--- src/rtl/box_average_downscaler_macros.svh ---
// assertion macros for the box average downscaler rtl
// no dependencies; taken in by `include where a module asserts
`ifndef BOX_AVERAGE_DOWNSCALER_MACROS_SVH
`define BOX_AVERAGE_DOWNSCALER_MACROS_SVH

// consequent must hold in the same cycle as the antecedent
`define BOXDS_ASSERT_HOLDS(label, clk, rst, ante, cons, msg) \
   label: assert property (@(posedge clk) disable iff (rst) (ante) |-> (cons)) \
      else $error(msg);

// consequent must hold in the cycle after the antecedent
`define BOXDS_ASSERT_NEXT(label, clk, rst, ante, cons, msg) \
   label: assert property (@(posedge clk) disable iff (rst) (ante) |=> (cons)) \
      else $error(msg);

`endif

--- src/rtl/boxds_pkg.sv ---
// shared types and fixed constants of the box average downscaler
// no dependencies; imported by every rtl module and by the channel interface users
`default_nettype none

package boxds_pkg;

   // fixed field widths
   localparam int CHAN_W      = 8;
   localparam int QUOT_W      = 8;
   localparam int RATIO_CFG_W = 5;
   localparam int SIDE_CFG_W  = 11;
   localparam int CSR_INDEX_W = 8;
   localparam int CSR_DATA_W  = 11;

   // register indexes
   localparam logic [CSR_INDEX_W-1:0] CSR_SCALE_RATIO = 8'd0;
   localparam logic [CSR_INDEX_W-1:0] CSR_IMAGE_SIDE  = 8'd1;

   // register values after reset
   localparam logic [RATIO_CFG_W-1:0] RATIO_RESET = 5'd1;
   localparam logic [SIDE_CFG_W-1:0]  SIDE_RESET  = 11'd1024;

   typedef struct packed {
      logic [CHAN_W-1:0] red_in;
      logic [CHAN_W-1:0] green_in;
      logic [CHAN_W-1:0] blue_in;
   } pixel_type;

   typedef struct packed {
      logic [CHAN_W-1:0] red_out;
      logic [CHAN_W-1:0] green_out;
      logic [CHAN_W-1:0] blue_out;
      logic              row_end;
      logic              image_end;
   } result_type;

   typedef struct packed {
      logic [CSR_INDEX_W-1:0] reg_index;
      logic [CSR_DATA_W-1:0]  write_data;
   } csr_write_type;

   // where the current pixel sits relative to its block
   typedef struct packed {
      logic in_block;
      logic block_start;
      logic block_end;
      logic row_end;
      logic image_end;
   } pos_tag_type;

   typedef struct packed {
      logic row_end;
      logic image_end;
   } end_flags_type;

endpackage

`default_nettype wire

--- src/rtl/boxds_raster.sv ---
// configuration registers and raster position tracking
// depends on boxds_pkg
`default_nettype none

module boxds_raster import boxds_pkg::*; #(
   parameter int MAX_SIDE  = 1024,
   parameter int MAX_RATIO = 16,
   localparam int RAT_W  = $clog2(MAX_RATIO + 1),
   localparam int SIDE_W = $clog2(MAX_SIDE + 1),
   localparam int ADDR_W = $clog2(MAX_SIDE),
   localparam int AREA_W = $clog2(MAX_RATIO * MAX_RATIO + 1)
) (
   input  logic                clock,
   input  logic                reset,
   input  logic                csr_write,
   input  csr_write_type       csr_cmd,
   input  logic                advance,
   output logic [ADDR_W-1:0]   col_addr,
   output pos_tag_type         tag,
   output logic [AREA_W-1:0]   area
);

   localparam int CMP_W = (SIDE_W > RAT_W + 1) ? SIDE_W : RAT_W + 1;

   function automatic logic [RAT_W-1:0] clamp_ratio(input logic [RATIO_CFG_W-1:0] v);
      logic [RAT_W-1:0] r;
      if (v == '0) begin
         r = RAT_W'(1);
      end else if (int'(v) > MAX_RATIO) begin
         r = RAT_W'(MAX_RATIO);
      end else begin
         r = RAT_W'(v);
      end
      return r;
   endfunction

   function automatic logic [SIDE_W-1:0] clamp_side(input logic [SIDE_CFG_W-1:0] v);
      logic [SIDE_W-1:0] s;
      if (v == '0) begin
         s = SIDE_W'(1);
      end else if (int'(v) > MAX_SIDE) begin
         s = SIDE_W'(MAX_SIDE);
      end else begin
         s = SIDE_W'(v);
      end
      return s;
   endfunction

   logic [RAT_W-1:0]  ratio_ff, ratio_in;
   logic [SIDE_W-1:0] side_ff, side_in;
   logic [AREA_W-1:0] area_ff, area_in;
   logic [RAT_W-1:0]  col_phase_ff, row_phase_ff;
   logic [SIDE_W-1:0] rem_col_ff, rem_row_ff;
   logic [ADDR_W-1:0] out_col_ff;
   logic              col_ok_ff, col_last_ff, row_ok_ff, row_last_ff;

   logic              restart;
   logic [RAT_W-1:0]  ratio_m1;
   logic [CMP_W-1:0]  ratio_ext, two_ratio;
   logic              cur_col_ok, cur_col_last, cur_row_ok, cur_row_last;
   logic              col_wrap, row_wrap, col_end, row_end_last;

   // register writes; any known index restarts the image
   always_comb begin
      ratio_in = ratio_ff;
      side_in  = side_ff;
      restart  = 1'b0;
      if (csr_write && csr_cmd.reg_index == CSR_SCALE_RATIO) begin
         ratio_in = clamp_ratio(csr_cmd.write_data[RATIO_CFG_W-1:0]);
         restart  = 1'b1;
      end else if (csr_write && csr_cmd.reg_index == CSR_IMAGE_SIDE) begin
         side_in = clamp_side(csr_cmd.write_data[SIDE_CFG_W-1:0]);
         restart = 1'b1;
      end
      area_in = AREA_W'(ratio_in) * AREA_W'(ratio_in);
   end

   // block membership, taken fresh at the first pixel of a block and held after
   assign ratio_m1  = ratio_ff - RAT_W'(1);
   assign ratio_ext = CMP_W'(ratio_ff);
   assign two_ratio = CMP_W'({ratio_ff, 1'b0});

   assign cur_col_ok   = (col_phase_ff == '0) ? (CMP_W'(rem_col_ff) >= ratio_ext) : col_ok_ff;
   assign cur_col_last = (col_phase_ff == '0) ? (CMP_W'(rem_col_ff) < two_ratio) : col_last_ff;
   assign cur_row_ok   = (row_phase_ff == '0) ? (CMP_W'(rem_row_ff) >= ratio_ext) : row_ok_ff;
   assign cur_row_last = (row_phase_ff == '0) ? (CMP_W'(rem_row_ff) < two_ratio) : row_last_ff;

   assign col_wrap     = (col_phase_ff == ratio_m1);
   assign row_wrap     = (row_phase_ff == ratio_m1);
   assign col_end      = (rem_col_ff == SIDE_W'(1));
   assign row_end_last = (rem_row_ff == SIDE_W'(1));

   assign tag.in_block    = cur_col_ok & cur_row_ok;
   assign tag.block_start = (col_phase_ff == '0) & (row_phase_ff == '0);
   assign tag.block_end   = col_wrap & row_wrap;
   assign tag.row_end     = cur_col_last;
   assign tag.image_end   = cur_col_last & cur_row_last;
   assign col_addr        = out_col_ff;
   assign area            = area_ff;

   // configuration registers
   always_ff @(posedge clock) begin
      if (reset) begin
         ratio_ff <= clamp_ratio(RATIO_RESET);
         side_ff  <= clamp_side(SIDE_RESET);
         area_ff  <= AREA_W'(clamp_ratio(RATIO_RESET)) * AREA_W'(clamp_ratio(RATIO_RESET));
      end else begin
         ratio_ff <= ratio_in;
         side_ff  <= side_in;
         area_ff  <= area_in;
      end
   end

   // position counters count down the pixels left in the row and the rows left in the image
   always_ff @(posedge clock) begin
      if (reset || restart) begin
         col_phase_ff <= '0;
         row_phase_ff <= '0;
         rem_col_ff   <= reset ? clamp_side(SIDE_RESET) : side_in;
         rem_row_ff   <= reset ? clamp_side(SIDE_RESET) : side_in;
         out_col_ff   <= '0;
         col_ok_ff    <= 1'b0;
         col_last_ff  <= 1'b0;
         row_ok_ff    <= 1'b0;
         row_last_ff  <= 1'b0;
      end else if (advance) begin
         col_ok_ff   <= cur_col_ok;
         col_last_ff <= cur_col_last;
         row_ok_ff   <= cur_row_ok;
         row_last_ff <= cur_row_last;
         if (col_end) begin
            rem_col_ff   <= side_ff;
            col_phase_ff <= '0;
            out_col_ff   <= '0;
            if (row_end_last) begin
               rem_row_ff   <= side_ff;
               row_phase_ff <= '0;
            end else begin
               rem_row_ff   <= rem_row_ff - SIDE_W'(1);
               row_phase_ff <= row_wrap ? '0 : row_phase_ff + RAT_W'(1);
            end
         end else begin
            rem_col_ff   <= rem_col_ff - SIDE_W'(1);
            col_phase_ff <= col_wrap ? '0 : col_phase_ff + RAT_W'(1);
            out_col_ff   <= out_col_ff + ADDR_W'(col_wrap);
         end
      end
   end

endmodule

`default_nettype wire

--- config.mk ---
export PLATFORM = sky130hd
export DESIGN_NAME = boxds_raster
export DESIGN_NICKNAME = d
export VERILOG_FILES = /design/src/rtl/box_average_downscaler_macros.svh /design/src/rtl/boxds_pkg.sv /design/src/rtl/boxds_raster.sv
export SDC_FILE = /design/constraint.sdc
export NUM_CORES = 1
export LEC_CHECK = 0
export BUFFER_PORTS_ARGS = -buffer_cell sky130_fd_sc_hd__buf_2
export CAP_MARGIN = 0
export CORE_MARGIN = 2
export CORE_UTILIZATION = 31
export CTS_CLUSTER_DIAMETER = 150
export DETAILED_ROUTE_END_ITERATION = 6
export PLACE_DENSITY = 0.53
export SYNTH_ARGS = -nofsm -noshare
export SYNTH_HDL_FRONTEND = slang
export SYNTH_SLANG_ARGS = --single-unit
--- constraint.sdc ---
create_clock -name clock -period 6.03 [get_ports clock]
set_input_delay 0.603 -clock clock [delete_from_list [all_inputs] [get_ports clock]]
set_output_delay 0.603 -clock clock [all_outputs]
set_load 0.02 [all_outputs]
## Yosys cells after proc, flatten, opt, wreduce, memory -nomap -nowiden

Index checks and enable logic that the tools add are counted.

- $add $sub $neg: 6
- Multipliers: 1
- Shift operators: 0
- Muxes and demuxes: 26
- Order comparisons: 6
- Reductions and logical operators: 12
- Eq/ne operators: 5
- Bitwise operators: 4
- Divide/modulo/power cells: 0

Operators by type and width:

| cell | number |
|---|---|
| $mux 11 | 12 |
| $mux 5 | 7 |
| $eq 11x1->1 const B | 2 |
| $ge 11x5->1 | 2 |
| $lt 11x6->1 | 2 |
| $sub 11x1->11 const B | 2 |
| $logic_not 5->1 | 3 |
| $gt 11x11->1 const B | 1 |
| $logic_not 11->1 | 1 |
| $add 10x1->10 | 1 |
| $add 5x1->5 const B | 2 |
| $eq 5x5->1 | 2 |
| $mux 10 | 1 |
| $mul 5x5->9 | 1 |
| $eq 8x1->1 const B | 1 |
| $logic_not 8->1 | 1 |
| $mux 1 | 6 |
| $gt 5x5->1 const B | 1 |
| $sub 5x1->5 const B | 1 |
| $and 1x1->1 | 4 |
| $reduce_and 2->1 | 2 |
| $reduce_bool 2->1 | 2 |
| $logic_and 1x1->1 | 2 |
| $logic_or 1x1->1 | 1 |

- Bits in latches: 0
- Output and inout bits: 24
- Memory bits (writable): 0
- Bits in registers: 71
- Memories kept: 0
- ROM bits: 0

## Logic depth before layout (Yosys ltp)

- Depth in word-level cells: 7
- Gate-level depth with buffers: 18
- Mapped depth without buffers: 17

## Least setup slack after synthesis

OpenSTA, ideal clock, no wires.

- Path type: input -> register
- Start: input port csr_cmd[16] in the netlist's numbering
- End: register area_ff[7] (netlist: area[7])
- Stages: 17
- Path buffers: 0
- Required time: 5915 ps
- Path slack: 1478 ps
- Arrival: 4437 ps
- Cell sequence: or4_4 -> nor3_2 -> mux2i_1 -> or2_1 -> inv_1 -> fa_1 -> inv_1 -> fa_1 -> inv_1 -> ha_1 -> a21o_1 -> ha_1 -> a21o_1 -> a21oi_1 -> o21ai_2 -> xnor2_1 -> nor2_1

- Longest elaborated chain between the ends: 4

RTL lines:

| element | line | source |
|---|---|---|
| from (decl) | boxds_raster.sv:16 | `input csr_write_type csr_cmd,` |
| $logic_not 8->1 | boxds_raster.sv:68 | `if (csr_write && csr_cmd.reg_index == CSR_SCALE_RATIO) begin` |
| $logic_and 1x1->1 | boxds_raster.sv:68 |  |
| $mux 5 | boxds_raster.sv:68 |  |
| $mul 5x5->9 | boxds_raster.sv:75 | `area_in = AREA_W'(ratio_in) * AREA_W'(ratio_in);` |
| to (signal assigned) | boxds_raster.sv:106 | `area_ff <= AREA_W'(clamp_ratio(RATIO_RESET)) * AREA_W'(clamp_ratio(RATIO_RESET));` |
| to (signal assigned) | boxds_raster.sv:110 | `area_ff <= area_in;` |
| to (decl) | boxds_raster.sv:51 | `logic [AREA_W-1:0] area_ff, area_in;` |

No other way between the ends.
A chain may end at the register's enable or synchronous reset.

## Worst setup path after layout

Same ends and word-level chain as after synthesis.

==> flow_metrics.env <==
export IMPL_status="finished clean"
export IMPL_crit_path_max_incr_delay_ns=0.55
export IMPL_setup_slack_ns=1.37
export IMPL_crit_path_start_kind="input pin"
export IMPL_htreeDepth=3
export IMPL_crit_type="input pin to flip-flop"
export IMPL_wl_um=12300
export IMPL_initial_core_util_pct=32.0
export IMPL_path_depth=18
export IMPL_tns_ns=0
export IMPL_synthCells=552
export IMPL_power_density_nw_per_um2=229
export IMPL_tightestPinTransition_ns=0.880
export IMPL_synthFlopType="dfxtp_1"
export IMPL_cts_sinks=69
export IMPL_firstDrtPassIters=5
export IMPL_antenna_left=0
export IMPL_gp_congestion=0.882
export IMPL_hold_viol=0
export IMPL_crit_family="adder cells"
export IMPL_grt_max_degree=31
export IMPL_postCtsResizedCells=0
export IMPL_synth_cell_area_um2=4690
export IMPL_ios=47
export IMPL_syn_to_final_growth_pct=13.9
export IMPL_setup_viol=0
export IMPL_io_buffers=45
export IMPL_cts_setup_buffers=0
export IMPL_crit_chain="buf_2, or4_4, nor3_2, mux2i_1, or2_1, inv_1, fa_1, inv_1, fa_1, inv_1, ha_1, a21o_1, ha_1, a21o_1, a21oi_1, o21ai_2, xnor2_1, nor2_1"
export IMPL_dpl_hpwl_um=9220
export IMPL_period_share_pct=77.2
export IMPL_synth_edff_count=22
export IMPL_max_freq_ghz=0.215
export IMPL_grt_usage_pct=16.0
export IMPL_placed_cells=759
export IMPL_clk_pin_slew_ns=0.06
export IMPL_final_util_pct=36.5
export IMPL_core_um2=14600
export IMPL_skew_ns=0.00872
export IMPL_grt_ovfl_total=0
export IMPL_die_area_um2=16100
export IMPL_max_cap_violations=0
export IMPL_die_h_um=127
export IMPL_insertion_delay_ns=0.35
export IMPL_period_needed_ns=4.66
export IMPL_cpMostUsedCell="inv_1"
export IMPL_post_place_ws_ns=1.05
export IMPL_cp_slowest_cell="or4_4"
export IMPL_holdBufCountCts=0
export IMPL_synth_seq_cells=69
export IMPL_critical_path_buf_inv_count=4
export IMPL_final_common_cell="nor2_1"
export IMPL_nets=651
export IMPL_antenna_found_initial=0
export IMPL_syn_area_per_cell_um2=8.50
export IMPL_layout_cells_non_filler=775
export IMPL_finalPower_mw=1.22
export IMPL_grt_first_pass_wirelength_um=20400
export IMPL_relSlewSlack_pct=40.5
export IMPL_post_drt_via_cell_ratio=5.28
export IMPL_cts_tree="done"
export IMPL_drv_slew=0
export IMPL_grt_pass1_vias=4097
export IMPL_endpoint_kind="flip-flop"
export IMPL_design_area_um2=5340
export IMPL_clock_path_buffers=2
export IMPL_required_ns=6.23
export IMPL_hold_ws_ns=0.484
export IMPL_ir_worst_vdd_mv=0.170
export IMPL_seq_area_frac_synth_pct=34.1
export IMPL_vias=4093
export IMPL_drc_errors=0
export IMPL_layout_drive_gt1_share_pct=13.4
export IMPL_synth_distinct_cells=59
export IMPL_min_path_cells=2
export IMPL_power_leakage_nw=2.26
export IMPL_synth_async_reset_ratio_pct=0
export IMPL_reg2reg_depth=14
export IMPL_drtIter0Drc=198
export IMPL_crit_fanout=8
export IMPL_critPathArrivalTime_ns=4.86
export IMPL_yosys_warnings=0
export IMPL_final_cell_mix="nor2_1 (70), dfxtp_1 (47), buf_2 (45)"
export IMPL_hold_path_class="flip-flop to flip-flop"
export IMPL_cts_root_buf="clkbuf_16"
export IMPL_synthesis_nets=617
export IMPL_rows=44
export IMPL_die_width_um=127
export IMPL_wire_per_inst_um=15.9
export IMPL_rsz0062_at_grt="no"
export IMPL_cts_made_buffers=9
export IMPL_antenna_cells=0
export IMPL_postPlaceCellArea_um2=5040
[metal layers]
metal	track usage, %	vias to the layer above	wire [um]
met2	26.3	80	5840
met3	2.30	31	380
met5	0	-	0
li1	-	2027	-
met1	20.7	1955	5720
met4	7.63	0	382
[cells by family after synthesis]
logic type / count (synthesis) / synth area share, %
muxes: 6 / 1.41
DFF: 69 / 34.1
buffers and inverters: 63 / 5.92
other: 1 / 0.0799
AOI/OAI and AO/OA: 127 / 16.7
xor gates and xnor gates: 37 / 8.08
and+or+nand+nor: 207 / 22.0
adders and majority gates: 42 / 11.7
[cell usage after synthesis, types with 3 or more instances]
| cell type | count | area (um2) |
|---|---|---|
| fa_1 | 3 | 60.1 |
| xnor2_1 | 19 | 166 |
| nand3_1 | 16 | 80.1 |
| nand2b_1 | 6 | 37.5 |
| nor2b_1 | 7 | 43.8 |
| nand2_1 | 40 | 150 |
| xor2_1 | 14 | 123 |
| a21oi_1 | 41 | 205 |
| mux2i_1 | 4 | 40.0 |
| nor3b_1 | 10 | 75.1 |
| nand4_1 | 11 | 68.8 |
| a31o_2 | 4 | 35.0 |
| a211oi_1 | 5 | 37.5 |
| a21boi_0 | 4 | 30.0 |
| xnor3_1 | 4 | 90.1 |
| ha_1 | 39 | 488 |
| nor3_1 | 19 | 95.1 |
| o31ai_1 | 6 | 45.0 |
| dfxtp_1 | 47 | 941 |
| inv_1 | 37 | 139 |
| clkbuf_1 | 17 | 63.8 |
| and3_1 | 3 | 18.8 |
| o22ai_1 | 6 | 37.5 |
| o211ai_1 | 3 | 22.5 |
| nor2_1 | 70 | 263 |
| buf_6 | 4 | 45.0 |
| o21ai_0 | 32 | 160 |
| nor4b_1 | 5 | 43.8 |
| buf_4 | 3 | 22.5 |
| a31oi_1 | 3 | 18.8 |
| edfxtp_1 | 22 | 661 |
| nor4_1 | 6 | 37.5 |
| a21o_1 | 11 | 82.6 |
[power breakdown]
group	total [mW]	switching (mW)	internal [mW]
registers	0.530	0.0270	0.503
logic	0.154	0.0864	0.0674
clock network	0.540	0.214	0.326
[cell type report]
type	instances	area, um2
multi-input cells	420	2810
fillers	1511	9300
clock buffers	11	275
inverters	37	139
repair buffers	49	255
flip-flops and latches	69	1600
well taps	184	230
clock inverters	5	28.8
[flip-flops by register name, summed over array words and instances (netlist names)]
name and cells:
row_phase_ff 5, rem_col_ff 11, col_phase_ff 5, row_last_ff 1, area 7, rem_row_ff 11
side_ff 11, col_ok_ff 1, col_addr 10, row_ok_ff 1, col_last_ff 1, ratio_ff 5
[final timing paths]
check                           start  slack, ns                        to
min reg2reg  row_last_ff$_SDFFE_PN0P_       0.48  row_last_ff$_SDFFE_PN0P_
max                       csr_cmd[16]       1.37        area[7]$_SDFF_PP0_
min          row_last_ff$_SDFFE_PN0P_       0.48  row_last_ff$_SDFFE_PN0P_
max reg2reg    ratio_ff[0]$_SDFF_PP1_       2.47        area[7]$_SDFF_PP0_
[tightest hold or removal path, delay by kind of cell, from the launching register on]
| family | cells | cell delay, ns |
|---|---|---|
| flops | 1 | 0.31 |
| compound gates | 2 | 0.12 |
Power figures use the tool's default switching activity.
