--- src/rtl/box_average_downscaler_macros.svh ---
// assertion macros for the box average downscaler rtl
// no dependencies; taken in by `include where a module asserts
`ifndef BOX_AVERAGE_DOWNSCALER_MACROS_SVH
`define BOX_AVERAGE_DOWNSCALER_MACROS_SVH

// consequent must hold in the same cycle as the antecedent
`define BOXDS_ASSERT_HOLDS(label, clk, rst, ante, cons, msg) \
   label: assert property (@(posedge clk) disable iff (rst) (ante) |-> (cons)) \
      else $error(msg);

// consequent must hold in the cycle after the antecedent
`define BOXDS_ASSERT_NEXT(label, clk, rst, ante, cons, msg) \
   label: assert property (@(posedge clk) disable iff (rst) (ante) |=> (cons)) \
      else $error(msg);

`endif

--- src/rtl/boxds_pkg.sv ---
// shared types and fixed constants of the box average downscaler
// no dependencies; imported by every rtl module and by the channel interface users
`default_nettype none

package boxds_pkg;

   // fixed field widths
   localparam int CHAN_W      = 8;
   localparam int QUOT_W      = 8;
   localparam int RATIO_CFG_W = 5;
   localparam int SIDE_CFG_W  = 11;
   localparam int CSR_INDEX_W = 8;
   localparam int CSR_DATA_W  = 11;

   // register indexes
   localparam logic [CSR_INDEX_W-1:0] CSR_SCALE_RATIO = 8'd0;
   localparam logic [CSR_INDEX_W-1:0] CSR_IMAGE_SIDE  = 8'd1;

   // register values after reset
   localparam logic [RATIO_CFG_W-1:0] RATIO_RESET = 5'd1;
   localparam logic [SIDE_CFG_W-1:0]  SIDE_RESET  = 11'd1024;

   typedef struct packed {
      logic [CHAN_W-1:0] red_in;
      logic [CHAN_W-1:0] green_in;
      logic [CHAN_W-1:0] blue_in;
   } pixel_type;

   typedef struct packed {
      logic [CHAN_W-1:0] red_out;
      logic [CHAN_W-1:0] green_out;
      logic [CHAN_W-1:0] blue_out;
      logic              row_end;
      logic              image_end;
   } result_type;

   typedef struct packed {
      logic [CSR_INDEX_W-1:0] reg_index;
      logic [CSR_DATA_W-1:0]  write_data;
   } csr_write_type;

   // where the current pixel sits relative to its block
   typedef struct packed {
      logic in_block;
      logic block_start;
      logic block_end;
      logic row_end;
      logic image_end;
   } pos_tag_type;

   typedef struct packed {
      logic row_end;
      logic image_end;
   } end_flags_type;

endpackage

`default_nettype wire

--- src/rtl/boxds_divider.sv ---
// three channel bit-serial divider of block sums by the block area, with result register
// depends on boxds_pkg and box_average_downscaler_macros.svh
`default_nettype none
`include "box_average_downscaler_macros.svh"

module boxds_divider import boxds_pkg::*; #(
   parameter int MAX_RATIO = 16,
   localparam int SUM_W  = $clog2(MAX_RATIO * MAX_RATIO * 255 + 1),
   localparam int AREA_W = $clog2(MAX_RATIO * MAX_RATIO + 1),
   localparam int DVS_W  = AREA_W + QUOT_W - 1,
   localparam int CMP_W  = AREA_W + QUOT_W,
   localparam int STEP_W = $clog2(QUOT_W)
) (
   input  logic                clock,
   input  logic                reset,
   input  logic                load_valid,
   input  logic [3*SUM_W-1:0]  sums,
   input  logic [AREA_W-1:0]   area,
   input  end_flags_type       flags,
   output logic                ready,
   output logic                out_valid,
   input  logic                out_ready,
   output result_type          result
);

   typedef enum logic [2:0] {
      DIV_IDLE = 3'b001,
      DIV_RUN  = 3'b010,
      DIV_DONE = 3'b100
   } div_state_type;

   div_state_type      state_ff, state_in;
   logic [STEP_W-1:0]  step_ff;
   logic [SUM_W-1:0]   rem_ff [3];
   logic [QUOT_W-1:0]  quot_ff [3];
   logic [DVS_W-1:0]   dvs_ff;
   logic [AREA_W-1:0]  area_ff;
   end_flags_type      flags_ff;

   logic               take_job;
   logic               unit_area;
   logic [2:0]         ge;

   assign ready     = (state_ff == DIV_IDLE) | ((state_ff == DIV_DONE) & out_ready);
   assign take_job  = ready & load_valid;
   assign unit_area = (area == AREA_W'(1));
   assign out_valid = (state_ff == DIV_DONE);

   assign result.red_out   = quot_ff[2];
   assign result.green_out = quot_ff[1];
   assign result.blue_out  = quot_ff[0];
   assign result.row_end   = flags_ff.row_end;
   assign result.image_end = flags_ff.image_end;

   // trial subtraction of the shifted divisor, one quotient bit per cycle
   always_comb begin
      for (int ch = 0; ch < 3; ch++) begin
         ge[ch] = CMP_W'(rem_ff[ch]) >= CMP_W'(dvs_ff);
      end
   end

   always_comb begin
      state_in = state_ff;
      unique case (state_ff)
         DIV_IDLE: begin
            if (take_job) begin
               state_in = unit_area ? DIV_DONE : DIV_RUN;
            end
         end
         DIV_RUN: begin
            if (step_ff == '0) begin
               state_in = DIV_DONE;
            end
         end
         DIV_DONE: begin
            if (take_job) begin
               state_in = unit_area ? DIV_DONE : DIV_RUN;
            end else if (out_ready) begin
               state_in = DIV_IDLE;
            end
         end
         default: state_in = DIV_IDLE;
      endcase
   end

   always_ff @(posedge clock) begin
      if (reset) begin
         state_ff <= DIV_IDLE;
      end else begin
         state_ff <= state_in;
      end
   end

   // datapath
   always_ff @(posedge clock) begin
      if (take_job) begin
         area_ff  <= area;
         flags_ff <= flags;
         step_ff  <= STEP_W'(QUOT_W - 1);
         dvs_ff   <= DVS_W'(area) << (QUOT_W - 1);
         for (int ch = 0; ch < 3; ch++) begin
            if (unit_area) begin
               rem_ff[ch]  <= '0;
               quot_ff[ch] <= sums[ch*SUM_W +: QUOT_W];
            end else begin
               rem_ff[ch]  <= sums[ch*SUM_W +: SUM_W];
               quot_ff[ch] <= '0;
            end
         end
      end else if (state_ff == DIV_RUN) begin
         step_ff <= step_ff - STEP_W'(1);
         dvs_ff  <= dvs_ff >> 1;
         for (int ch = 0; ch < 3; ch++) begin
            if (ge[ch]) begin
               rem_ff[ch] <= SUM_W'(CMP_W'(rem_ff[ch]) - CMP_W'(dvs_ff));
            end
            quot_ff[ch] <= {quot_ff[ch][QUOT_W-2:0], ge[ch]};
         end
      end
   end

   // a finished division leaves every remainder below the divisor
   `BOXDS_ASSERT_HOLDS(div_rem_bound, clock, reset, state_ff == DIV_DONE, rem_ff[0] < area_ff && rem_ff[1] < area_ff && rem_ff[2] < area_ff, "remainder not below block area")
   // unit area bypasses the iteration
   `BOXDS_ASSERT_NEXT(div_unit_bypass, clock, reset, take_job && unit_area, state_ff == DIV_DONE, "unit area job did not finish at once")
   // other areas iterate
   `BOXDS_ASSERT_NEXT(div_start_run, clock, reset, take_job && !unit_area, state_ff == DIV_RUN && step_ff == STEP_W'(QUOT_W - 1), "division did not start iterating")
   // the last iteration hands over to the result register
   `BOXDS_ASSERT_NEXT(div_last_step, clock, reset, state_ff == DIV_RUN && step_ff == '0, state_ff == DIV_DONE, "division did not finish after last step")

endmodule

`default_nettype wire

--- config.mk ---
export PLATFORM = sky130hd
export DESIGN_NAME = boxds_divider
export DESIGN_NICKNAME = d
export VERILOG_FILES = /design/src/rtl/boxds_pkg.sv /design/src/rtl/boxds_divider.sv
export VERILOG_INCLUDE_DIRS = /design/src /design/src/rtl
export SDC_FILE = /design/constraint.sdc
export NUM_CORES = 1
export LEC_CHECK = 0
export BUFFER_PORTS_ARGS = -buffer_cell sky130_fd_sc_hd__buf_2
export CORE_UTILIZATION = 39
export DETAILED_ROUTE_END_ITERATION = 6
export GPL_TIMING_DRIVEN = 0
export SYNTH_ARGS = -nofsm -noshare
export SYNTH_HDL_FRONTEND = slang
export SYNTH_SLANG_ARGS = --single-unit
--- constraint.sdc ---
create_clock -name clock -period 5.9 [get_ports clock]
set_clock_uncertainty 0.05 [all_clocks]
set_input_delay 0.885 -clock clock [delete_from_list [all_inputs] [get_ports clock]]
set_output_delay 0.885 -clock clock [all_outputs]
set_load 0.005 [all_outputs]
; Word-level counts from Yosys, hierarchy flattened
; Memory sizes are Yosys's and may differ from the RTL's.
; Index checks and enable logic that the tools add are counted.
[totals]
ff_bits = 24
elab_cells = 81
out_inout_bits = 28
inputBits = 63
mem_bits_rw = 72
memories = 2
[op_classes]
reduce_logical = 3
bitwise_logic = 15
eq_ne = 7
n_addsub = 4
muxes = 41
n_lt_le_gt_ge = 3
[memory_table]
columns = memory, words, width, read_ports, rd_ports_with_merged_regs, wr, line_no
row1 = rem_ff, 3, 16, 3, 0, 3, boxds_divider.sv:34  ; logic [SUM_W-1:0] rem_ff [3];
row2 = quot_ff, 3, 8, 3, 0, 3, boxds_divider.sv:35  ; logic [QUOT_W-1:0] quot_ff [3];
[ops]
columns = op, n
row1 = 16-bit 2-to-1 mux, 8
row2 = 16-bit >= comparator, 3
row3 = 8-bit 2-to-1 mux, 6
row4 = 16-bit subtractor, 3
row5 = 1-bit 2-to-1 mux, 21
row6 = 3-bit 2-to-1 mux, 5
row7 = 1-bit bitwise OR, 13
row8 = "9-bit by 1-bit == test with 1-bit output, second input constant", 1
row9 = 3-bit case mux with 3 select lines, 1
row10 = "2-bit != test, second input constant", 2
row11 = "3-bit by 1-bit == test with 1-bit output, second input constant", 1
row12 = "3-bit by 2-bit == test with 1-bit output, second input constant", 1
row13 = "3-bit == test, second input constant", 1
row14 = 3-bit logical NOT, 1
row15 = "3-bit by 1-bit != test with 1-bit output, second input constant", 1
row16 = 3-bit AND reduction, 1
row17 = "3-bit by 1-bit subtractor with 3-bit output, second input constant", 1
row18 = 1-bit bitwise AND, 2
row19 = 2-bit nonzero test, 1

; Longest topological paths before layout
; Gate-level depths: netlist (run 1).
[logic_depth]
ltp_word = 8
mapped_depth = 10
mapped_depth_nobuf = 9

; Least setup slack after synthesis (run 1)
; No wires, ideal clock.
[synth_path]
path_kind = in2reg
from = in out_ready
to = reg dvs_ff[10] (enable)
setup_time_ns = 0.391
required_ns = 5.459
setup_slack_ns = 3.416
arrival_time_ns = 2.042
cell_stages = 4
path_buffers = 0
path_cell_list = nand3b_1 -> a21oi_2 -> nand2_2 -> nand2_1
[synth_between]
elab_chain_cells = 4
[synth_rtl]
columns = item, line_no
row1 = from (decl), boxds_divider.sv:22  ; input logic out_ready,
row2 = 1-bit bitwise AND, boxds_divider.sv:44  ; assign ready = (state_ff == DIV_IDLE) | ((state_ff == DIV_DONE) & out_ready);
row3 = 1-bit bitwise OR, boxds_divider.sv:44
row4 = named net ready, boxds_divider.sv:20  ; output logic ready,
row5 = 1-bit bitwise AND, boxds_divider.sv:45  ; assign take_job = ready & load_valid;
row6 = 2-bit nonzero test (no source line), n/a
row7 = to (signal assigned), boxds_divider.sv:100  ; dvs_ff <= DVS_W'(area) << (QUOT_W - 1);
row8 = to (signal assigned), boxds_divider.sv:112  ; dvs_ff <= dvs_ff >> 1;
row9 = to (decl), boxds_divider.sv:36  ; logic [DVS_W-1:0] dvs_ff;
; The timed path passes the listed nets, and every way through them passes these cells.
; A chain may end at the register's enable or synchronous reset.

==> results of run 1 <==
[kinds of logic (layout without fill, tap and decap cells)]
kind of cell | after synthesis | in the layout
compound gates | 226 | 226
simple gates | 219 | 219
flops | 96 | 96
buf+inv | 73 | 179
fa+ha+maj | 53 | 53
xor+xnor | 27 | 27
mux | 8 | 8
[registers in the layout, indices dropped and copies added (netlist names)]
| register | cells |
|---|---|
| step_ff | 3 |
| quot_ff | 24 |
| result | 2 |
| dvs_ff | 16 |
| state_ff | 3 |
| rem_ff | 48 |
[placed cells by master (no fill, tap or decap), types with 3 or more instances in the layout]
cell type,instances
a211oi_1,3
edfxtp_1,83
inv_1,38
or2_2,4
o21ai_1,7
a21oi_2,4
nor2b_1,7
a22o_1,34
clkbuf_16,9
ha_1,50
xor2_1,14
nor2_1,33
mux2i_1,5
o211ai_1,7
a21o_1,13
nand4_1,9
mux2_2,3
and2_1,5
dfxtp_1,13
a21boi_0,3
xnor2_1,13
clkbuf_1,16
or3_1,7
nand2_1,88
nand3_1,19
buf_2,104
nand2b_1,13
a31oi_1,5
nor3_1,13
nor3b_1,3
o21ai_0,59
a32o_1,14
fa_1,3
nor4_1,3
o21a_1,6
and3_1,5
o31ai_1,4
a21oi_1,54
[worst max-delay path, delay by kind of cell (launching register included)]
family                   cells  cell delay (ns)
flip-flops                   1             0.33
buffers and inverters        2             0.29
AO/OA/AOI/OAI                3             0.87
AND/OR/NAND/NOR              3             0.88
adder cells (fa/ha/maj)      1             0.30
[path summary, 6_finish.rpt]
path | from | endpoint | slack [ns]
hold / removal | dvs_ff[3] | dvs_ff[3] | 0.43
setup reg to reg | dvs_ff[12] | rem_ff[0][34] | 2.81
hold reg to reg | dvs_ff[3] | dvs_ff[3] | 0.43
setup / recovery | dvs_ff[12] | rem_ff[0][34] | 2.81
[layer usage]
metal  global-route usage, %  wire length [um]
met1                   29.08              8442
met2                   32.63              7892
met3                   3.614              1075
met4                   7.918               385
met5                       0                 0
[power by group]
group          switching, W  total [W]  internal [W]  leakage, nW
combinational      0.000375   0.000621      0.000246         2.10
sequential        0.0000217   0.000836      0.000815        0.922
clock              0.000277   0.000608      0.000332        0.139
[per-stage QoR]
stage | utilization [%] | setup slack (ns)
CTS | 46.05 | 2.845
finish | 46.05 | 2.809
global route | 46.05 | 2.685
detailed placement | 44.26 | 2.874
global placement | 44.24 | 2.716
floorplan | - | 3.416
[layout make-up]
type / count / area [sq um]
flip-flops and latches: 96 / 2753
repair buffers: 90 / 450.4
well taps: 220 / 275.3
clock inverters: 6 / 67.56
plain buffers: 33 / 157.7
inverters: 40 / 151.4
clock buffers: 10 / 229.0
multi-input cells: 533 / 3552
fillers: 1658 / 8947
==> metrics, run 1 <==
number of CTS-inserted buffers=9; ant diodes=0; largest net degree at the start of global routing=35; fin cells=1028; hold depth=2; worst-path cell chain=inv_1, ha_1, buf_2, and4_1, nand2_1, o2111ai_1, a21oi_1, a21oi_2, or2_2; Clock Sinks=96; Synth Warn #=0; First-pass DRT Iterations=5; combinational family with the most area after synthesis=compound AO/OA/AOI/OAI gates; post-route clock period utilization=52.39%; Die Wd=132.2 um; area grow syn2layout=15.50%; Root Driver=clkbuf_16; Async SR Flop Fraction=0%; arrival time at the worst endpoint=3.04 ns; Pwr Density=270.5 nW/um^2; worst slew pin tran=0.8781 ns; Max VDD drop=0.1627 mV; Slew HR=41.25%; Most used DFF post-synth=edfxtp_1; Synth top cells by count=nand2_1 (89), edfxtp_1 (83), o21ai_0 (59), a21oi_1 (54), ha_1 (50); PnR Total Power=0.002065 W; Worst R2R Path Depth=9; Synth Area in Compound Gates=22.67%; Worst setup EP type=register; grt ovf=0; Post-DRT Antenna Nets=0; Post-Syn Nets=818; RSZ-0062 raised after global routing=false; clk_lat worst skew=0.36 ns; DR WL/cell=17.31 um; Crit Path Class=register to register; worst-path maximum fanout=16; num rows=47; DR DRC count=0; min Tclk post-route=3.091 ns; max_cap viols=0; Core ar.=16580 sq um; nets=919; Seq cells post-synth=96; cells after synthesis=702; cts hold-fix bufs=0; initial antenna violation count=0; input/output buffers=90; Post-CTS Resized=0; Tot GR Track Use=20.94%; post-synthesis mux area share=1.268%; setup TNS=0 ns; top-count cell post-synth=nand2_1; setup violators final=0; Min-Delay Path Class=register to register; first-pass GRT wire length=28.57 mm; # IOs=91; xor/xnor share of the synthesized area=3.577%; RD Place Congestion=0.8962; adder-cell share of the synthesized area=10.37%; CTS H-Tree Depth=3; critical path's slowest cell=a21oi_2; vias in the first global route=5489; post-synthesis sequential area ratio=41.64%; Placed Cells incl. Taps=1012; Fin Hold WS=0.4306 ns; post-synth top area cell=edfxtp_1; DR vias=5740; die height=132.2 um; Crit path required time=5.85 ns; crit-path max cell delay=0.53 ns; Die ar.=17480 sq um; Vias/cell=5.584; post-synthesis simple-gate area fraction=15.80%; final WL=17.80 mm; final instance area=7636 sq um; worst-case clock buffer depth=2; Placement Cell Area=7340 sq um; initial DRC count=447; CTS tree=yes; Yosys top cell area share=37.70%; fmax=0.3235 GHz; leakage dissipation=3.162 nW; Worst setup SP type=register; status=finished clean; Hold Vio Cnt, Final=0; Slew Limit Fails=0; share of cells above drive strength 1=17.57%; Starting Density=39.87%; post-synth cell types=60; postcts setup bufs=0; hpwl dp=13.44 mm; post-synthesis area per instance=9.418 sq um; EDFF count, synth=83; Worst-path clk slew=0.07 ns; mapped cell area=6611 sq um; top post-synthesis cells by area=edfxtp_1 (38%), ha_1 (9.5%), nand2_1 (5.1%)
(Power assumes the default switching activity.)
==> run 2, diff against run 1 <==
==> constraint.sdc (replaced) <==
create_clock -name clock -period 3.1 [get_ports clock]
set_clock_uncertainty 0.05 [all_clocks]
set_input_delay 0.465 -clock clock [delete_from_list [all_inputs] [get_ports clock]]
set_output_delay 0.465 -clock clock [all_outputs]
set_load 0.005 [all_outputs]
==> run 2 against run 1 <==
Net effect: sequential share of layout area is essentially flat; via count is 0.71% lower; fmax rose by 4.6%; clock power is 91% higher; critical path type unchanged; largest cell class unchanged.
==> metrics, run 2 (synthesis gave the netlist of run 1 again) <==
status=finished clean; min Tclk post-route=2.956 ns (-0.1352 ns); postcts setup bufs=0 (unchanged); area grow syn2layout=15.58% (about the same); Placement Cell Area=7340 sq um (unchanged); most common cell after layout, fill and taps aside=buf_2; final instance area=7641 sq um (about the same); # IOs=91 (unchanged); Top reg by flops=rem_ff; First-pass DRT Iterations=5 (unchanged); met3 routed WL=1.082 mm (+0.65%); largest net degree at the start of global routing=35 (unchanged); Clock Sinks=96 (unchanged); commonest non-fill, non-tap cells in the layout=buf_2 (104), nand2_1 (88), edfxtp_1 (83); Starting Density=39.87% (unchanged); post-route clock period utilization=95.34% (+43 points); crit-path max cell delay=0.54 ns (about the same); setup TNS=0 ns (unchanged); Crit Path Class=register to register; nets=919 (unchanged); max_cap viols=0 (unchanged); Slew Limit Fails=0 (unchanged); worst slew pin tran=0.8798 ns (+0.001713 ns); num rows=47 (unchanged); arrival time at the worst endpoint=2.94 ns (-0.10 ns); DR vias=5699 (-0.71%); Worst Setup EP=rem_ff[0][46]; clk_lat worst skew=0.36 ns (about the same); share of cells above drive strength 1=17.57% (unchanged); Tot GR Track Use=20.94% (unchanged); input/output buffers=90 (unchanged); vias in the first global route=5489 (unchanged); Worst R2R Path Depth=9 (unchanged); CP delay by family, top=compound AO/OA/AOI/OAI gates; fmax=0.3383 GHz (+4.6%); Min-Delay Path Class=input pin to register; Core ar.=16580 sq um (unchanged); Pwr Density=514.7 nW/um^2 (+90%); Hold Vio Cnt, Final=0 (unchanged); min-delay src=flags[0]; worst reg2reg path endpoint=rem_ff[0][46]; DR WL/cell=17.33 um (+0.10%); RD Place Congestion=0.8962 (unchanged); ant diodes=0 (unchanged); Max VDD drop=0.3093 mV (+90%); Worst path depth=9 (unchanged); start point of the critical path=dvs_ff[12]; biggest registers after layout=rem_ff x48, quot_ff x24, dvs_ff x16; DR DRC count=0 (unchanged); Slew HR=41.14% (-0.11 points); RSZ-0062 raised after global routing=false; Met2 Wirelength=7.938 mm (+0.58%); final WL=17.81 mm (+0.10%); reg2reg setup slack=0.14 ns (-2.66 ns); number of CTS-inserted buffers=9 (unchanged); Post-DRT Antenna Nets=0 (unchanged); Worst setup EP type=register; worst-case clock buffer depth=2 (unchanged); Vias/cell=5.544 (-0.71%); initial DRC count=460 (+2.9%); R2R Path Start=dvs_ff[12]; die height=132.2 um (unchanged); grt ovf=0 (unchanged); critical path's slowest cell=a21oi_2; Worst-path clk slew=0.07 ns (about the same); worst-path maximum fanout=16 (unchanged); worst-path cell chain=inv_1, ha_1, buf_2, and4_1, nand2_1, o2111ai_1, a21oi_1, a21oi_2, or2_4; Worst setup SP type=register; hold depth=1 (-1); hpwl dp=13.44 mm (unchanged); max reg flops=48 (unchanged); Buf/Inv on CP=2 (unchanged); leakage dissipation=3.161 nW (about the same); Die Wd=132.2 um (unchanged); first-pass GRT wire length=28.57 mm (unchanged); CTS H-Tree Depth=3 (unchanged); WL met1=8.426 mm (-0.19%); top routing layer used=met4; initial antenna violation count=0 (unchanged); CTS tree=yes; Crit path required time=3.09 ns (-2.76 ns); Die ar.=17480 sq um (unchanged); setup violators final=0 (unchanged); Root Driver=clkbuf_16
run 2: cell types whose count changed in the layout (fill, tap and decap cells not counted):
| cell | before | now |
|---|---|---|
| or2_2 | 4 | 2 |
| or2_4 | 0 | 2 |
run 2: how the worst min path moves through the flow:
stage                            end  slack [ns]
after floorplan           step_ff[0]        0.38
after global placement    step_ff[0]        0.40
after detailed placement  step_ff[0]        0.41
after CTS                  result[0]        0.22
after global routing       result[0]        0.23
final                      result[0]        0.23
run 2: repair_timing:
action	in CTS	in global routing
endpoints found under the setup margin	0	32
hold buffers	0	0
hold endpoints to repair	0	0
resized for setup	0	2
run 2: through the flow:
| step | hold WS (ns) | total power, W | util (%) | setup WS, ns | cells |
|---|---|---|---|---|---|
| 2_1_floorplan | 0.3786 | 0.002468 | - | 0.6904 | 702 |
| 3_3_place_gp | 0.3977 | 0.002762 | 44.24 | -0.08360 | 1012 |
| 3_5_place_dp | 0.4147 | 0.002788 | 44.26 | 0.07369 | 1012 |
| 4_1_cts | 0.2221 | 0.003945 | 46.05 | 0.04492 | 1028 |
| 5_1_grt | 0.2259 | 0.004150 | 46.08 | 0.007903 | 1028 |
| 6_report | 0.2320 | 0.003933 | 46.08 | 0.1444 | 1028 |
run 2: routing by layer:
layer / global-route usage [%] / up-vias
met4: 7.918 / 0
met5: 0 / -
met1: 29.08 / 2684
met2: 32.63 / 174
met3: 3.614 / 23
li1: - / 2818
run 2: final cells by class:
class	count	area, sq um
Clock buffer	10	229.0
Multi-Input combinational cell	533	3557
Timing Repair Buffer	90	450.4
Tap cell	220	275.3
Clock inverter	6	67.56
Inverter	40	151.4
Fill cell	1656	8942
Buffer	33	157.7
Sequential cell	96	2753
run 2: where the power goes:
part	total (W)	switching, W	internal, W
registers	0.00159	0.0000412	0.00155
logic	0.00118	0.000714	0.000470
clock network	0.00116	0.000526	0.000631
==> run 3, diff against run 2 <==
--- a/config.mk
+++ b/config.mk
@@ -6,7 +6,7 @@
 export SDC_FILE = /design/constraint.sdc
 export NUM_CORES = 1
 export LEC_CHECK = 0
-export BUFFER_PORTS_ARGS = -buffer_cell sky130_fd_sc_hd__buf_2
+export BUFFER_PORTS_ARGS = -buffer_cell sky130_fd_sc_hd__clkbuf_2
 export CORE_UTILIZATION = 39
 export DETAILED_ROUTE_END_ITERATION = 6
 export GPL_TIMING_DRIVEN = 0
==> run 3 against run 2 <==
Net effect: flip-flop and latch count stayed put; clock-buffer cell count up 3; critical path type unchanged; setup slack better by 0.019 ns; via count increased by 1.5%; non-clock buffer count is the same; fmax up 0.66%; final area grew 0.16%; first-iteration DRC count increased by 6.3%.
==> metrics, run 3 (synthesis gave the netlist of run 1 again) <==
Fin Hold WS=0.2352 ns (+0.003272 ns); # IOs=91 (unchanged); Vias/cell=5.625 (+1.5%); Worst setup EP type=register; initial antenna violation count=0 (unchanged); nets=919 (unchanged); CTS H-Tree Depth=3 (unchanged); final WL=17.85 mm (+0.18%); final setup margin=0.1637 ns (+0.01931 ns); worst-path maximum fanout=16 (unchanged); Top reg by flops=rem_ff; grt ovf=0 (unchanged); Crit path required time=3.08 ns (about the same); Tot GR Track Use=21.02% (+0.084 points); critical path's slowest cell=a21oi_2; num rows=47 (unchanged); Setup WS pre-CTS=0.03562 ns (-0.03807 ns); Max VDD drop=0.3119 mV (+0.81%); max_cap viols=0 (unchanged); Crit Path Class=register to register; Core ar.=16580 sq um (unchanged); number of CTS-inserted buffers=9 (unchanged); Slew Limit Fails=0 (unchanged); Min-Delay Path Class=input pin to register; post-route clock period utilization=94.72% (-0.62 points); vias in the first global route=5556 (+1.2%); hpwl dp=13.56 mm (+0.87%); arrival time at the worst endpoint=2.92 ns (-0.02 ns); first-pass GRT wire length=28.83 mm (+0.90%); final core utilization=46.15% (+0.075 points); max reg flops=48 (unchanged); biggest registers after layout=rem_ff x48, quot_ff x24, dvs_ff x16; Worst-path clk slew=0.07 ns (about the same); Placed Cells incl. Taps=1012 (unchanged); die height=132.2 um (unchanged); Hold Vio Cnt, Final=0 (unchanged); input/output buffers=90 (unchanged); DR WL/cell=17.36 um (+0.18%); fin cells=1028 (unchanged); Clock Sinks=96 (unchanged); RD Place Congestion=0.8980 (+0.20%); worst-path cell chain=inv_1, ha_1, buf_2, and4_1, nand2_1, o2111ai_1, a21oi_1, a21oi_2, or2_4; cts hold-fix bufs=0 (unchanged); hold depth=1 (unchanged); commonest non-fill, non-tap cells in the layout=clkbuf_2 (91), nand2_1 (88), edfxtp_1 (83); DR vias=5782 (+1.5%); Starting Density=39.87% (unchanged); worst-case clock buffer depth=2 (unchanged); leakage dissipation=3.181 nW (+0.63%); largest net degree at the start of global routing=35 (unchanged); Post-DRT Antenna Nets=0 (unchanged); Die Wd=132.2 um (unchanged); First-pass DRT Iterations=5 (unchanged); setup violators final=0 (unchanged); min Tclk post-route=2.936 ns (-0.01931 ns); crit-path max cell delay=0.53 ns (about the same); share of cells above drive strength 1=17.33% (-0.25 points); most common cell after layout, fill and taps aside=clkbuf_2; Worst setup SP type=register; area grow syn2layout=15.76%; Die ar.=17480 sq um (unchanged); Slew HR=40.44% (-0.70 points); clk_lat worst skew=0.35 ns (about the same); Root Driver=clkbuf_16; worst slew pin tran=0.8903 ns (+0.01047 ns); CTS tree=yes; Worst R2R Path Depth=9 (unchanged); ant diodes=0 (unchanged); Pwr Density=514.9 nW/um^2 (about the same); fmax=0.3406 GHz (+0.66%); initial DRC count=489 (+6.3%); DR DRC count=0 (unchanged); RSZ-0062 raised after global routing=false; status=finished clean
-- run 3: cell types whose count changed in the layout (fill, tap and decap cells not counted) --
cell	change
a21boi_0	-1
a21boi_1	+1
buf_2	-90
clkbuf_1	+1
clkbuf_2	+90
clkbuf_8	+2
clkinv_1	+1
clkinv_2	-1
clkinvlp_4	-1
inv_6	-2
o22ai_2	-1
o22ai_4	+1
-- run 3: power breakdown --
group	switching [W]	internal, W
Sequential	0.0000436	0.00155
Clock	0.000492	0.000669
Combinational	0.000716	0.000470
-- run 3: layout make-up --
type	instances	area (sq um)
Buffer	33	157.7
Clock buffer	13	260.3
Clock inverter	3	41.29
Fill cell	1635	8930
Inverter	40	151.4
Multi-Input combinational cell	533	3565
Sequential cell	96	2753
Tap cell	220	275.3
Timing Repair Buffer	90	450.4
-- run 3: path summary, 6_finish.rpt --
| kind | to | slack (ns) | startpoint |
|---|---|---|---|
| worst max-delay path | rem_ff[0][45] | 0.16 | dvs_ff[12] |
| worst min-delay path | result[1] | 0.24 | flags[1] |
| worst max register to register | rem_ff[0][45] | 0.16 | dvs_ff[12] |
| worst min register to register | dvs_ff[3] | 0.43 | dvs_ff[3] |
-- run 3: critical path: cells and delay by family (launching register included) --
family          cells  cell delay, ns
compound gates      3            0.87
fa+ha+maj           1            0.29
buf+inv             2            0.29
flops               1            0.34
simple gates        3            0.75
-- run 3: timing repair --
item                       in CTS  in global routing
setup endpoints to repair       0                 51
setup buffers                   0                  0
gates resized for setup         0                  4
-- run 3: per-layer routing --
| layer | part of all wire (%) | track usage (%) |
|---|---|---|
| met1 | 48 | 29.43 |
| met2 | 46 | 33.83 |
| met3 | 4.7 | 2.807 |
| met4 | 1.5 | 6.322 |
| met5 | 0 | 0 |
-- run 3: stage by stage --
step / instance area [sq um] / total power, W / setup TNS, ns
after floorplan: 6611 / 0.002468 / 0
after global placement: 7337 / 0.002763 / -1.680
after detailed placement: 7340 / 0.002789 / 0
after CTS: 7641 / 0.003952 / 0
after global routing: 7654 / 0.004160 / 0
final: 7654 / 0.003941 / 0
